<file path="src/rtl/ptet_pkg.sv">
// Shared types and codes for the periodic timer event table.
package ptet_pkg;

	// Action codes of an input item
	localparam logic [1:0] ACT_TICK   = 2'd0;
	localparam logic [1:0] ACT_REG    = 2'd1;
	localparam logic [1:0] ACT_ARM    = 2'd2;
	localparam logic [1:0] ACT_DISARM = 2'd3;

	// Result kinds
	localparam logic [1:0] KIND_ACK   = 2'd0;
	localparam logic [1:0] KIND_FIRED = 2'd1;
	localparam logic [1:0] KIND_ERROR = 2'd2;

	typedef struct packed {
		logic [1:0]  action;
		logic [3:0]  slot;
		logic [15:0] signal_code;
		logic [7:0]  target_id;
		logic [31:0] first_delay;
		logic [31:0] reload_period;
	} ptet_in_t;

	typedef struct packed {
		logic [1:0]  kind;
		logic [3:0]  out_slot;
		logic [15:0] out_signal;
		logic [7:0]  out_target;
		logic        last;
	} ptet_out_t;

	// Commands from the controller to the datapath
	typedef struct packed {
		logic load;
		logic exec;
		logic step;
		logic flush;
	} ptet_cmd_t;

	// Status from the datapath to the controller
	typedef struct packed {
		logic scan_end;
	} ptet_stat_t;

endpackage

</file>
<file path="src/rtl/ptet_ctrl.sv">
// Controller state machine: sequences single actions and tick scans.
module ptet_ctrl
	import ptet_pkg::*;
(
	input  logic       clk,
	input  logic       arst_n,
	input  logic       start,
	input  logic [1:0] action,
	input  ptet_stat_t stat,
	output ptet_cmd_t  cmd,
	output logic       busy
);

	localparam logic [1:0] ST_IDLE = 2'd0;
	localparam logic [1:0] ST_EXEC = 2'd1;
	localparam logic [1:0] ST_SCAN = 2'd2;

	logic [1:0] state_q;
	logic [1:0] state_nxt;

	// Decode state into datapath commands
	always_comb begin
		cmd       = '0;
		state_nxt = state_q;
		case (state_q)
			ST_IDLE: begin
				if (start) begin
					cmd.load  = 1'b1;
					state_nxt = (action == ACT_TICK) ? ST_SCAN : ST_EXEC;
				end
			end
			ST_EXEC: begin
				cmd.exec  = 1'b1;
				state_nxt = ST_IDLE;
			end
			ST_SCAN: begin
				if (stat.scan_end) begin
					cmd.flush = 1'b1;
					state_nxt = ST_IDLE;
				end else begin
					cmd.step = 1'b1;
				end
			end
			default: begin
				state_nxt = ST_IDLE;
			end
		endcase
	end

	assign busy = (state_q != ST_IDLE);

	// Advance state
	always_ff @(posedge clk or negedge arst_n) begin
		if (!arst_n) begin
			state_q <= ST_IDLE;
		end else begin
			state_q <= state_nxt;
		end
	end

endmodule

</file>
<file path="src/rtl/ptet_dp.sv">
// Datapath: slot storage, scan counter, pending fired result and result register.
module ptet_dp
	import ptet_pkg::*;
#(
	parameter int NUM_SLOTS    = 10,
	parameter int COUNT_WIDTH  = 32,
	parameter int SIGNAL_WIDTH = 16,
	parameter int TARGET_WIDTH = 8
) (
	input  logic       clk,
	input  logic       arst_n,
	input  ptet_in_t   item,
	input  ptet_cmd_t  cmd,
	output ptet_stat_t stat,
	output logic       strobe,
	output ptet_out_t  result
);

	localparam int IW = (NUM_SLOTS > 1) ? $clog2(NUM_SLOTS) : 1;
	localparam int CW = $clog2(NUM_SLOTS + 1);

	// Slot storage
	logic [COUNT_WIDTH-1:0]  count_mem  [NUM_SLOTS];
	logic [COUNT_WIDTH-1:0]  reload_mem [NUM_SLOTS];
	logic [SIGNAL_WIDTH-1:0] sig_mem    [NUM_SLOTS];
	logic [TARGET_WIDTH-1:0] tgt_mem    [NUM_SLOTS];

	ptet_in_t         item_q;
	logic [CW-1:0]    used_q;
	logic [CW-1:0]    idx_q;
	logic             pend_vld_q;
	ptet_out_t        pend_q;
	logic             strobe_q;
	ptet_out_t        result_q;

	// Write port controls
	logic                   wr_cnt;
	logic                   wr_rel;
	logic                   wr_tag;
	logic [IW-1:0]          wr_idx;
	logic [COUNT_WIDTH-1:0] wr_cnt_val;
	logic [COUNT_WIDTH-1:0] wr_rel_val;

	logic                   emit;
	ptet_out_t              emit_res;
	logic                   set_pend;
	ptet_out_t              new_pend;
	logic                   used_inc;

	logic [IW-1:0]          rd_idx;
	logic [COUNT_WIDTH-1:0] cnt_rd;
	logic [COUNT_WIDTH-1:0] cnt_dec;
	logic [63:0]            delay_ext;
	logic [63:0]            period_ext;
	logic [31:0]            sig_ext;
	logic [15:0]            tgt_ext;
	logic [7:0]             idx_ext;
	logic [7:0]             used_ext;
	logic [7:0]             req_ext;
	logic                   table_full;
	logic                   bad_slot;

	assign rd_idx     = idx_q[IW-1:0];
	assign cnt_rd     = count_mem[rd_idx];
	assign cnt_dec    = cnt_rd - COUNT_WIDTH'(1);
	assign delay_ext  = 64'(item_q.first_delay);
	assign period_ext = 64'(item_q.reload_period);
	assign sig_ext    = 32'(sig_mem[rd_idx]);
	assign tgt_ext    = 16'(tgt_mem[rd_idx]);
	assign idx_ext    = 8'(idx_q);
	assign used_ext   = 8'(used_q);
	assign req_ext    = 8'(item_q.slot);
	assign table_full = (used_q >= CW'(NUM_SLOTS));
	assign bad_slot   = (req_ext >= used_ext);

	assign stat.scan_end = (idx_q >= used_q);

	// Decide writes and results for this cycle
	always_comb begin
		wr_cnt     = 1'b0;
		wr_rel     = 1'b0;
		wr_tag     = 1'b0;
		wr_idx     = rd_idx;
		wr_cnt_val = '0;
		wr_rel_val = '0;
		emit       = 1'b0;
		emit_res   = '0;
		set_pend   = 1'b0;
		new_pend   = '0;
		used_inc   = 1'b0;

		if (cmd.exec) begin
			emit          = 1'b1;
			emit_res.last = 1'b1;
			if (item_q.action == ACT_REG) begin
				if (table_full) begin
					emit_res.kind = KIND_ERROR;
				end else begin
					emit_res.kind     = KIND_ACK;
					emit_res.out_slot = used_ext[3:0];
					wr_idx            = used_q[IW-1:0];
					wr_cnt            = 1'b1;
					wr_rel            = 1'b1;
					wr_tag            = 1'b1;
					used_inc          = 1'b1;
				end
			end else begin
				emit_res.out_slot = item_q.slot;
				if (bad_slot) begin
					emit_res.kind = KIND_ERROR;
				end else begin
					emit_res.kind = KIND_ACK;
					wr_idx        = item_q.slot[IW-1:0];
					wr_cnt        = 1'b1;
					if (item_q.action == ACT_ARM) begin
						wr_cnt_val = delay_ext[COUNT_WIDTH-1:0];
						wr_rel     = 1'b1;
						wr_rel_val = period_ext[COUNT_WIDTH-1:0];
					end
				end
			end
		end

		if (cmd.step && (cnt_rd != '0)) begin
			wr_cnt = 1'b1;
			if (cnt_dec == '0) begin
				// Fired: reload and queue the result, pushing out any older one
				wr_cnt_val          = reload_mem[rd_idx];
				set_pend            = 1'b1;
				new_pend.kind       = KIND_FIRED;
				new_pend.out_slot   = idx_ext[3:0];
				new_pend.out_signal = sig_ext[15:0];
				new_pend.out_target = tgt_ext[7:0];
				new_pend.last       = 1'b0;
				if (pend_vld_q) begin
					emit     = 1'b1;
					emit_res = pend_q;
				end
			end else begin
				wr_cnt_val = cnt_dec;
			end
		end

		if (cmd.flush && pend_vld_q) begin
			emit          = 1'b1;
			emit_res      = pend_q;
			emit_res.last = 1'b1;
		end
	end

	// Slot storage writes
	always_ff @(posedge clk) begin
		if (wr_cnt) begin
			count_mem[wr_idx] <= wr_cnt_val;
		end
		if (wr_rel) begin
			reload_mem[wr_idx] <= wr_rel_val;
		end
		if (wr_tag) begin
			sig_mem[wr_idx] <= item_q.signal_code[SIGNAL_WIDTH-1:0];
			tgt_mem[wr_idx] <= item_q.target_id[TARGET_WIDTH-1:0];
		end
	end

	// Hold the accepted item and the pending fired result
	always_ff @(posedge clk) begin
		if (cmd.load) begin
			item_q <= item;
		end
		if (set_pend) begin
			pend_q <= new_pend;
		end
		if (emit) begin
			result_q <= emit_res;
		end
	end

	// Control registers: fill count, scan index, pending flag, strobe
	always_ff @(posedge clk or negedge arst_n) begin
		if (!arst_n) begin
			used_q     <= '0;
			idx_q      <= '0;
			pend_vld_q <= 1'b0;
			strobe_q   <= 1'b0;
		end else begin
			strobe_q <= emit;
			if (used_inc) begin
				used_q <= used_q + CW'(1);
			end
			if (cmd.load) begin
				idx_q      <= '0;
				pend_vld_q <= 1'b0;
			end else if (cmd.step) begin
				idx_q <= idx_q + CW'(1);
				if (set_pend) begin
					pend_vld_q <= 1'b1;
				end
			end else if (cmd.flush) begin
				pend_vld_q <= 1'b0;
			end
		end
	end

	assign strobe = strobe_q;
	assign result = result_q;

endmodule

</file>
<file path="src/rtl/periodic_time_event_table_core.sv">
// Top level of the periodic timer event table.
//
// An item is taken when start is high and busy is low; busy then stays high
// until the item is done. Register, arm and disarm give one result, on strobe
// in the same cycle that busy falls. In a tick the scan visits one registered
// slot per cycle through the single countdown read, decrement and write-back
// path. Fired results come out during the scan in ascending slot order, each
// held back one fire so that last can be set on the final one; a tick where
// nothing fires gives no result. Each result is shown on strobe for exactly
// one cycle and cannot be stalled, so the receiver must take it in that cycle.
module periodic_time_event_table_core
	import ptet_pkg::*;
#(
	parameter int NUM_SLOTS    = 10,
	parameter int COUNT_WIDTH  = 32,
	parameter int SIGNAL_WIDTH = 16,
	parameter int TARGET_WIDTH = 8
) (
	input  logic      clk,
	input  logic      arst_n,
	input  logic      start,
	output logic      busy,
	input  ptet_in_t  item,
	output logic      strobe,
	output ptet_out_t result
);

	ptet_cmd_t  cmd;
	ptet_stat_t stat;

	// Sequence each transfer
	ptet_ctrl u_ctrl (
		.clk    (clk),
		.arst_n (arst_n),
		.start  (start),
		.action (item.action),
		.stat   (stat),
		.cmd    (cmd),
		.busy   (busy)
	);

	// Store slots and build results
	ptet_dp #(
		.NUM_SLOTS    (NUM_SLOTS),
		.COUNT_WIDTH  (COUNT_WIDTH),
		.SIGNAL_WIDTH (SIGNAL_WIDTH),
		.TARGET_WIDTH (TARGET_WIDTH)
	) u_dp (
		.clk    (clk),
		.arst_n (arst_n),
		.item   (item),
		.cmd    (cmd),
		.stat   (stat),
		.strobe (strobe),
		.result (result)
	);

endmodule
</file>
<file path="config.mk">
export PLATFORM = sky130hd
export DESIGN_NAME = periodic_time_event_table_core
export DESIGN_NICKNAME = d
export VERILOG_FILES = /design/src/rtl/ptet_pkg.sv /design/src/rtl/ptet_ctrl.sv /design/src/rtl/ptet_dp.sv /design/src/rtl/periodic_time_event_table_core.sv
export SDC_FILE = /design/constraint.sdc
export NUM_CORES = 1
export LEC_CHECK = 0
export ABC_AREA = 1
export BUFFER_PORTS_ARGS = -buffer_cell sky130_fd_sc_hd__buf_2
export CELL_PAD_IN_SITES_DETAIL_PLACEMENT = 1
export CELL_PAD_IN_SITES_GLOBAL_PLACEMENT = 1
export CORE_UTILIZATION = 35
export CTS_BUF_LIST = sky130_fd_sc_hd__clkbuf_2
export DETAILED_ROUTE_END_ITERATION = 12
export HOLD_SLACK_MARGIN = 0.06
export PLACE_DENSITY = 0.68
export SLEW_MARGIN = 20
export SYNTH_ARGS = -nofsm -noshare
export SYNTH_HDL_FRONTEND = slang
export SYNTH_SLANG_ARGS = --single-unit
</file>
<file path="constraint.sdc">
create_clock -name clk -period 6.9 [get_ports clk]
set_input_delay 0.69 -clock clk [delete_from_list [all_inputs] [get_ports clk]]
set_output_delay 0.69 -clock clk [all_outputs]
set_load 0.1 [all_outputs]
</file>
==> impl_results.md, run 1 <==
- Status: completed
- CTS sink cnt: 1046
- DR DRC count: 0
- Period minus WS final: 5.70 ns
- Power Density: 344 nW/µm²
- RSZ-0062 raised after global routing: no
- DRT iter0 DRCs: 2207
- Initial antenna violation count: 5
- Final slew viol count: 0
- HPWL after DPL: 71.5 mm
- Pin count of the biggest net entering global routing: 214
- Req. time, crit path: 8.05 ns
- Synth area leaders: edfxtp_1, nand2_1, nor2_1, o21ai_0, nand3_1
- Most frequent cell after synthesis: edfxtp_1
- Placement-stage cell area: 45500 µm²
- Max transition margin: 25.2%
- NumNets Final: 4140
- Sum of negative setup slack: 0 ns
- Synth warnings: 0
- CP Class: reg2reg
- Worst-path maximum fanout: 67
- Port bufs: 129
- Hold WC Path Type: in2reg
- Core area: 122000 µm²
- Initial DRT Pass Iterations: 5
- Die height: 352 µm
- Average vias per placed instance: 5.11
- Final Hold Vio Count: 0
- CTS tree: yes
- Fmax: 175 MHz
- Vias: 29.8k
- LEAKAGE: 0.0183 µW
- Number of global-route vias before repair: 31.9k
- Syn_area_per_cell: 12.1 µm²
- Die X: 352 µm
- Final period util: 82.6%
- Routed len/inst: 21.4 µm
- Gr usage total: 20.0%
- Distinct cells, synth: 48
- Layout cells sized above 1: 16.7%
- Synth Register Bits: 1046
- Primary FF master, synth: edfxtp_1
- Maximum level of the CTS H-tree: 5
- GP Congestion: 0.849
- Synth cell count leaders: edfxtp_1, nand2_1, nor2_1, o21ai_0, inv_1
- Seq/Total Area, Yosys: 72.9%
- I/O pins: 130
- Clk Latency, worst-skew pair: 1.62 ns
- Post-route ant nets: 0
- Final wirelength: 125 mm
- Netlist Area Pre-Place: 43000 µm²
- Worst-Margin Slew: 1.12 ns
- Element type at the critical path end: flop
- Worst vdd ir: 0.282 mV
- Final design utilization: 40.8%
- Largest area contributor in the netlist: edfxtp_1
- Final instance area: 49800 µm²
- Syn Inst Count: 3552
- Global-route wire length before repair: 188 mm
- Post-synth EDFFs: 1034
- Num rows: 128
- Setup bufs post-CTS: 0
- Critical-path top delay cell: dfrtp_4
- Worst path cell trace: clkinv_8 > buf_4 > nand2_1 > nand3_1 > nand3_1 > nand3_1 > nand2_1 > nor2_2 > nand2_1 > nor2_2 > nand2_1 > o21ai_1 > nand2_1 > inv_2 > nand3_1 > nor2_4 > nand4_4 > nand3_1 > buf_4
- Synth top area share: 72.2%
- Clock Tree Root: clkbuf_2
- CTS clk-pin slew, worst paths: 0.09 ns
- Max-cap violations: 0
- Post-Syn Nets: 3662
- Die area: 124000 µm²
- Setup violators final: 0
- Total grt overflow: 0
- Clock tree buffer depth: 4
- Critical Path Max Stage Delay: 0.74 ns
- Initial core utilization: 35.3%
- Total CTS buffers: 284
- Post-layout total power: 17100 µW
- CP Data Arrival Time: 6.85 ns
- Layout Skew: 0.110 ns
- Async SR Flop Fraction: 1.15%
- Critical Path Start Type: flop
- Area Overhead vs Synth: 15.7%
layout by cell type, fill, tap and decap left out, types with 30 or more instances in the layout:
cell	count
buf_2	129
edfxtp_1	1034
dlygate4sd3_1	192
nor2_1	450
inv_1	207
a21oi_1	32
nand2_1	700
nand3_1	182
o21ai_1	49
o221ai_1	42
o22ai_1	59
buf_4	58
clkinv_1	52
o22a_1	30
clkbuf_2	394
o21ai_0	341
state kept, by name, indices dropped and copies added (netlist names):
| name | cells |
|---|---|
| u_dp.strobe | 1 |
| u_dp.tgt_mem | 80 |
| u_dp.delay_ext | 32 |
| u_dp.pend_vld_q | 1 |
| u_dp.pend_q | 29 |
| u_dp.count_mem | 320 |
| u_dp.used_q | 4 |
| u_dp.reload_mem | 320 |
| u_dp.idx_q | 4 |
| u_dp.item_q | 62 |
| u_ctrl.state_q | 2 |
| u_dp.sig_mem | 160 |
| u_dp.result | 31 |
final timing paths:
path                                  from              end  slack (ns)  depth (start not counted)
max in group asynchronous           arst_n    u_dp.idx_q[2]        5.84                          3
min in group asynchronous           arst_n    u_dp.idx_q[0]        0.39                          3
setup reg to reg             u_dp.idx_q[0]   u_dp.result[2]        1.20                         19
setup / recovery             u_dp.idx_q[0]   u_dp.result[2]        1.20                         19
hold reg to reg            u_dp.pend_q[28]  u_dp.result[28]        0.56                          2
hold / removal                    item[18]  u_dp.item_q[18]        0.32                          3
stage by stage:
stage          cells  setup slack, ns  hold WS, ns
3_5_place_dp    5177             1.35        0.532
5_1_grt         5828            0.769        0.225
3_3_place_gp    5177             1.46        0.506
6_report        5831             1.20        0.322
4_1_cts         5825             1.21       0.0838
2_1_floorplan   3552             1.69        0.394
power by group:
group | internal (µW) | total (µW) | switching [µW]
Sequential | 7440 | 7670 | 230
Combinational | 1330 | 5290 | 3950
Clock | 1630 | 4140 | 2510
Total | 10400 | 17100 | 6690
critical path, delay by kind of cell, from the launching register on:
family	cells	cell delay, ns
buffers and inverters	4	1.48
AOI/OAI and AO/OA	1	0.18
DFF	1	0.74
and+or+nand+nor	14	2.75
area by class of cell:
type | instances | area, µm²
sequential | 1046 | 31400
clock inverter | 62 | 323
fill | 13300 | 72100
antenna | 6 | 15.0
multi-input combinational | 2090 | 10100
timing repair buffer | 385 | 3120
inverter | 223 | 858
tap | 1625 | 2030
clock buffer | 394 | 1970
cell families after synthesis:
kind of cell	Yosys count	synth area share, %
buf+inv	416	4.11
xor+xnor	4	0.0815
compound gates	647	9.00
simple gates	1426	13.5
fa+ha+maj	13	0.378
flops	1046	72.9
metal layers:
metal	vias up	GRT usage (%)	wire length [µm]
met5	-	0	12
met4	2	7.12	3170
met3	245	3.93	6230
met2	809	33.7	61300
met1	15100	25.6	54100
li1	13700	-	-
timing repair:
action / CTS / global route
hold endpoints to repair: 141 / 0
setup endpoints to repair: 0 / 0
hold buffers: 192 / 0
gates resized for setup: 0 / 0
No activity file was read; power rests on OpenSTA's default activity.
==> run 2, diff against run 1 <==
--- a/config.mk
+++ b/config.mk
@@ -13,7 +13,7 @@
 export CTS_BUF_LIST = sky130_fd_sc_hd__clkbuf_2
 export DETAILED_ROUTE_END_ITERATION = 12
 export HOLD_SLACK_MARGIN = 0.06
-export PLACE_DENSITY = 0.68
+export PLACE_DENSITY = 0.7
 export SLEW_MARGIN = 20
 export SYNTH_ARGS = -nofsm -noshare
 export SYNTH_HDL_FRONTEND = slang
==> constraint.sdc (replaced) <==
create_clock -name clk -period 5.2 [get_ports clk]
set_input_delay 0.52 -clock clk [delete_from_list [all_inputs] [get_ports clk]]
set_output_delay 0.52 -clock clk [all_outputs]
set_load 0.1 [all_outputs]
==> run 2 against run 1 <==
  * Critical path depth is 4 higher
  * Via count is 1.8% higher
  * Non-clock buffer count is 82 higher
  * Sequential cell count stayed put
  * Combinational power is 36% higher
  * Largest power group unchanged
==> impl_results.md, run 2 (synthesized netlist as in run 1, its figures left out) <==
- Status: completed
- Sum of negative setup slack: 0 ns
- I/O pins: 130
- Max transition margin: 28.3%
- Period minus WS final: 4.72 ns
- RSZ-0062 raised after global routing: no
- LEAKAGE: 0.0188 µW
- Clock tree buffer depth: 4
- Layout cells sized above 1: 17.0%
- CTS sink cnt: 1046
- Min Hold Slack: 0.264 ns
- Clk Latency, worst-skew pair: 1.61 ns
- Worst-Margin Slew: 1.08 ns
- Req. time, crit path: 6.40 ns
- Vias: 30.3k
- CP most frequent cell: nand2_1
- Final slew viol count: 0
- Post-route ant nets: 0
- Setup violators final: 0
- Routed len/inst: 22.0 µm
- Number of global-route vias before repair: 32.2k
- Power Density: 452 nW/µm²
- Die height: 352 µm
- Maximum level of the CTS H-tree: 5
- Max-cap violations: 0
- Critical Path Start Type: flop
- Sw Pwr: 9000 µW
- CTS clk-pin slew, worst paths: 0.11 ns
- Average vias per placed instance: 5.13
- Commonest cells after routing, fill and taps aside: edfxtp_1, nand2_1, nor2_1
- Initial DRT Pass Iterations: 5
- Initial antenna violation count: 4
- Setup bufs post-CTS: 0
- NumNets Final: 4224
- GP Congestion: 0.892
- Worst path cell trace: buf_4 > buf_4 > nor2_1 > nor2_1 > o21ai_0 > nand3_1 > nand3_1 > nand2_1 > nor2_1 > nand2_1 > nor2_1 > nand2_1 > nor2_1 > nand2_1 > nand2_1 > nor2_1 > nand2_1 > nor2_1 > nand3_1 > buf_4 > o21ai_0 > nand2_1 > nand2_1
- Largest regs: u_dp.count_mem: 320 flops, u_dp.reload_mem: 320 flops, u_dp.sig_mem: 160 flops
- Critical-path top delay cell: buf_4
- Total CTS buffers: 286
- Sw Ratio: 39.2%
- Core area: 122000 µm²
- Clk pwr share: 24.5%
- CTS tree: yes
- Sequential power share: 44.1%
- Area of the multi-input gates: 10100 µm²
- CP Data Arrival Time: 5.93 ns
- Critical Path Max Stage Delay: 0.76 ns
- Fmax: 212 MHz
- CP Class: reg2reg
- Cts hold-fix bufs: 263
- Worst-path maximum fanout: 80
- Final wirelength: 130 mm
- Die area: 124000 µm²
- Final Hold Vio Count: 0
- Final cell count without fillers: 5920
- Most common cell after layout, fill and taps aside: edfxtp_1
- Element type at the critical path end: flop
- Final period util: 90.8%
- HPWL after DPL: 71.2 mm
- Clock Tree Root: clkbuf_2
- Port bufs: 129
- Hold WC Path Type: in2reg
- Layout Skew: 0.187 ns
- Area Overhead vs Synth: 18.1%
- Share of total power in combinational logic: 31.4%
- Total grt overflow: 0
- DR DRC count: 0
- Post-CTS sizing: 0
- Internal power: 13900 µW
- Die X: 352 µm
- Pin count of the biggest net entering global routing: 180
- Placed Instances: 5188
- Gr usage total: 20.8%
- Global-route wire length before repair: 195 mm
- Worst vdd ir: 0.415 mV
- Initial core utilization: 35.3%
- Reg area: 31400 µm²
- Fill count: 13.2k
- Num rows: 128
- DRT iter0 DRCs: 2271
==> run 2: cell types whose count changed in the layout (fill, tap and decap cells not counted), moves of 4 or more <==
cell / before / now
clkinv_1: 52 / 44
inv_2: 13 / 17
dlygate4sd3_1: 192 / 263
clkinv_2: 6 / 13
buf_12: 6 / 18
clkbuf_2: 394 / 399
==> run 2: stage by stage <==
stage                     utilization [%]  worst slack [ns]  cell area, µm²  power, µW
after floorplan                         -           -0.0102           43000      14900
after global placement               37.5             0.642           45700      17100
after detailed placement             37.5             0.623           45700      17300
after CTS                            41.6             0.560           50700      23000
after global routing                 41.6             0.208           50800      24200
final                                41.6             0.478           50800      22900
==> run 2: cell type report <==
type	instances	area share, %
timing repair buffer	467	8.01
clock buffer	399	3.93
tap	1625	4.01
antenna	5	0.0247
sequential	1046	61.8
inverter	223	1.69
multi-input combinational	2090	19.8
clock inverter	65	0.717
==> run 2: path summary, 6_finish.rpt <==
check / startpoint / end / slack, ns / cells after the start
max in group asynchronous: arst_n / u_dp.idx_q[1] / 3.59 / 4
min reg2reg: u_dp.pend_q[15] / u_dp.result[15] / 0.51 / 1
max reg2reg: u_dp.idx_q[0] / u_dp.count_mem[3][7] / 0.48 / 23
max: u_dp.idx_q[0] / u_dp.count_mem[3][7] / 0.48 / 23
min in group asynchronous: arst_n / u_dp.strobe / 0.74 / 4
min: item[50] / u_dp.delay_ext[18] / 0.26 / 3
==> run 2: critical path, delay by kind of cell, from the launching register on <==
family          cells  cell delay, ns
flops               1            0.49
compound gates      2            0.52
simple gates       18            1.90
buf+inv             3            1.46
==> run 2: power by group through the flow <==
stage | Clock, µW | Sequential (µW) | Combinational, µW
after floorplan | 0 | 10400 | 4430
after global placement | 0 | 10300 | 6840
after detailed placement | 0 | 10300 | 6970
after CTS | 5740 | 10100 | 7150
after global routing | 6170 | 10200 | 7860
final | 5620 | 10100 | 7200
==> run 2: metal layers <==
| layer | track usage, % | wire length (µm) |
|---|---|---|
| met1 | 25.9 | 54300 |
| met2 | 35.7 | 65200 |
| met3 | 3.99 | 6930 |
| met4 | 7.79 | 3620 |
| met5 | 0 | 13 |
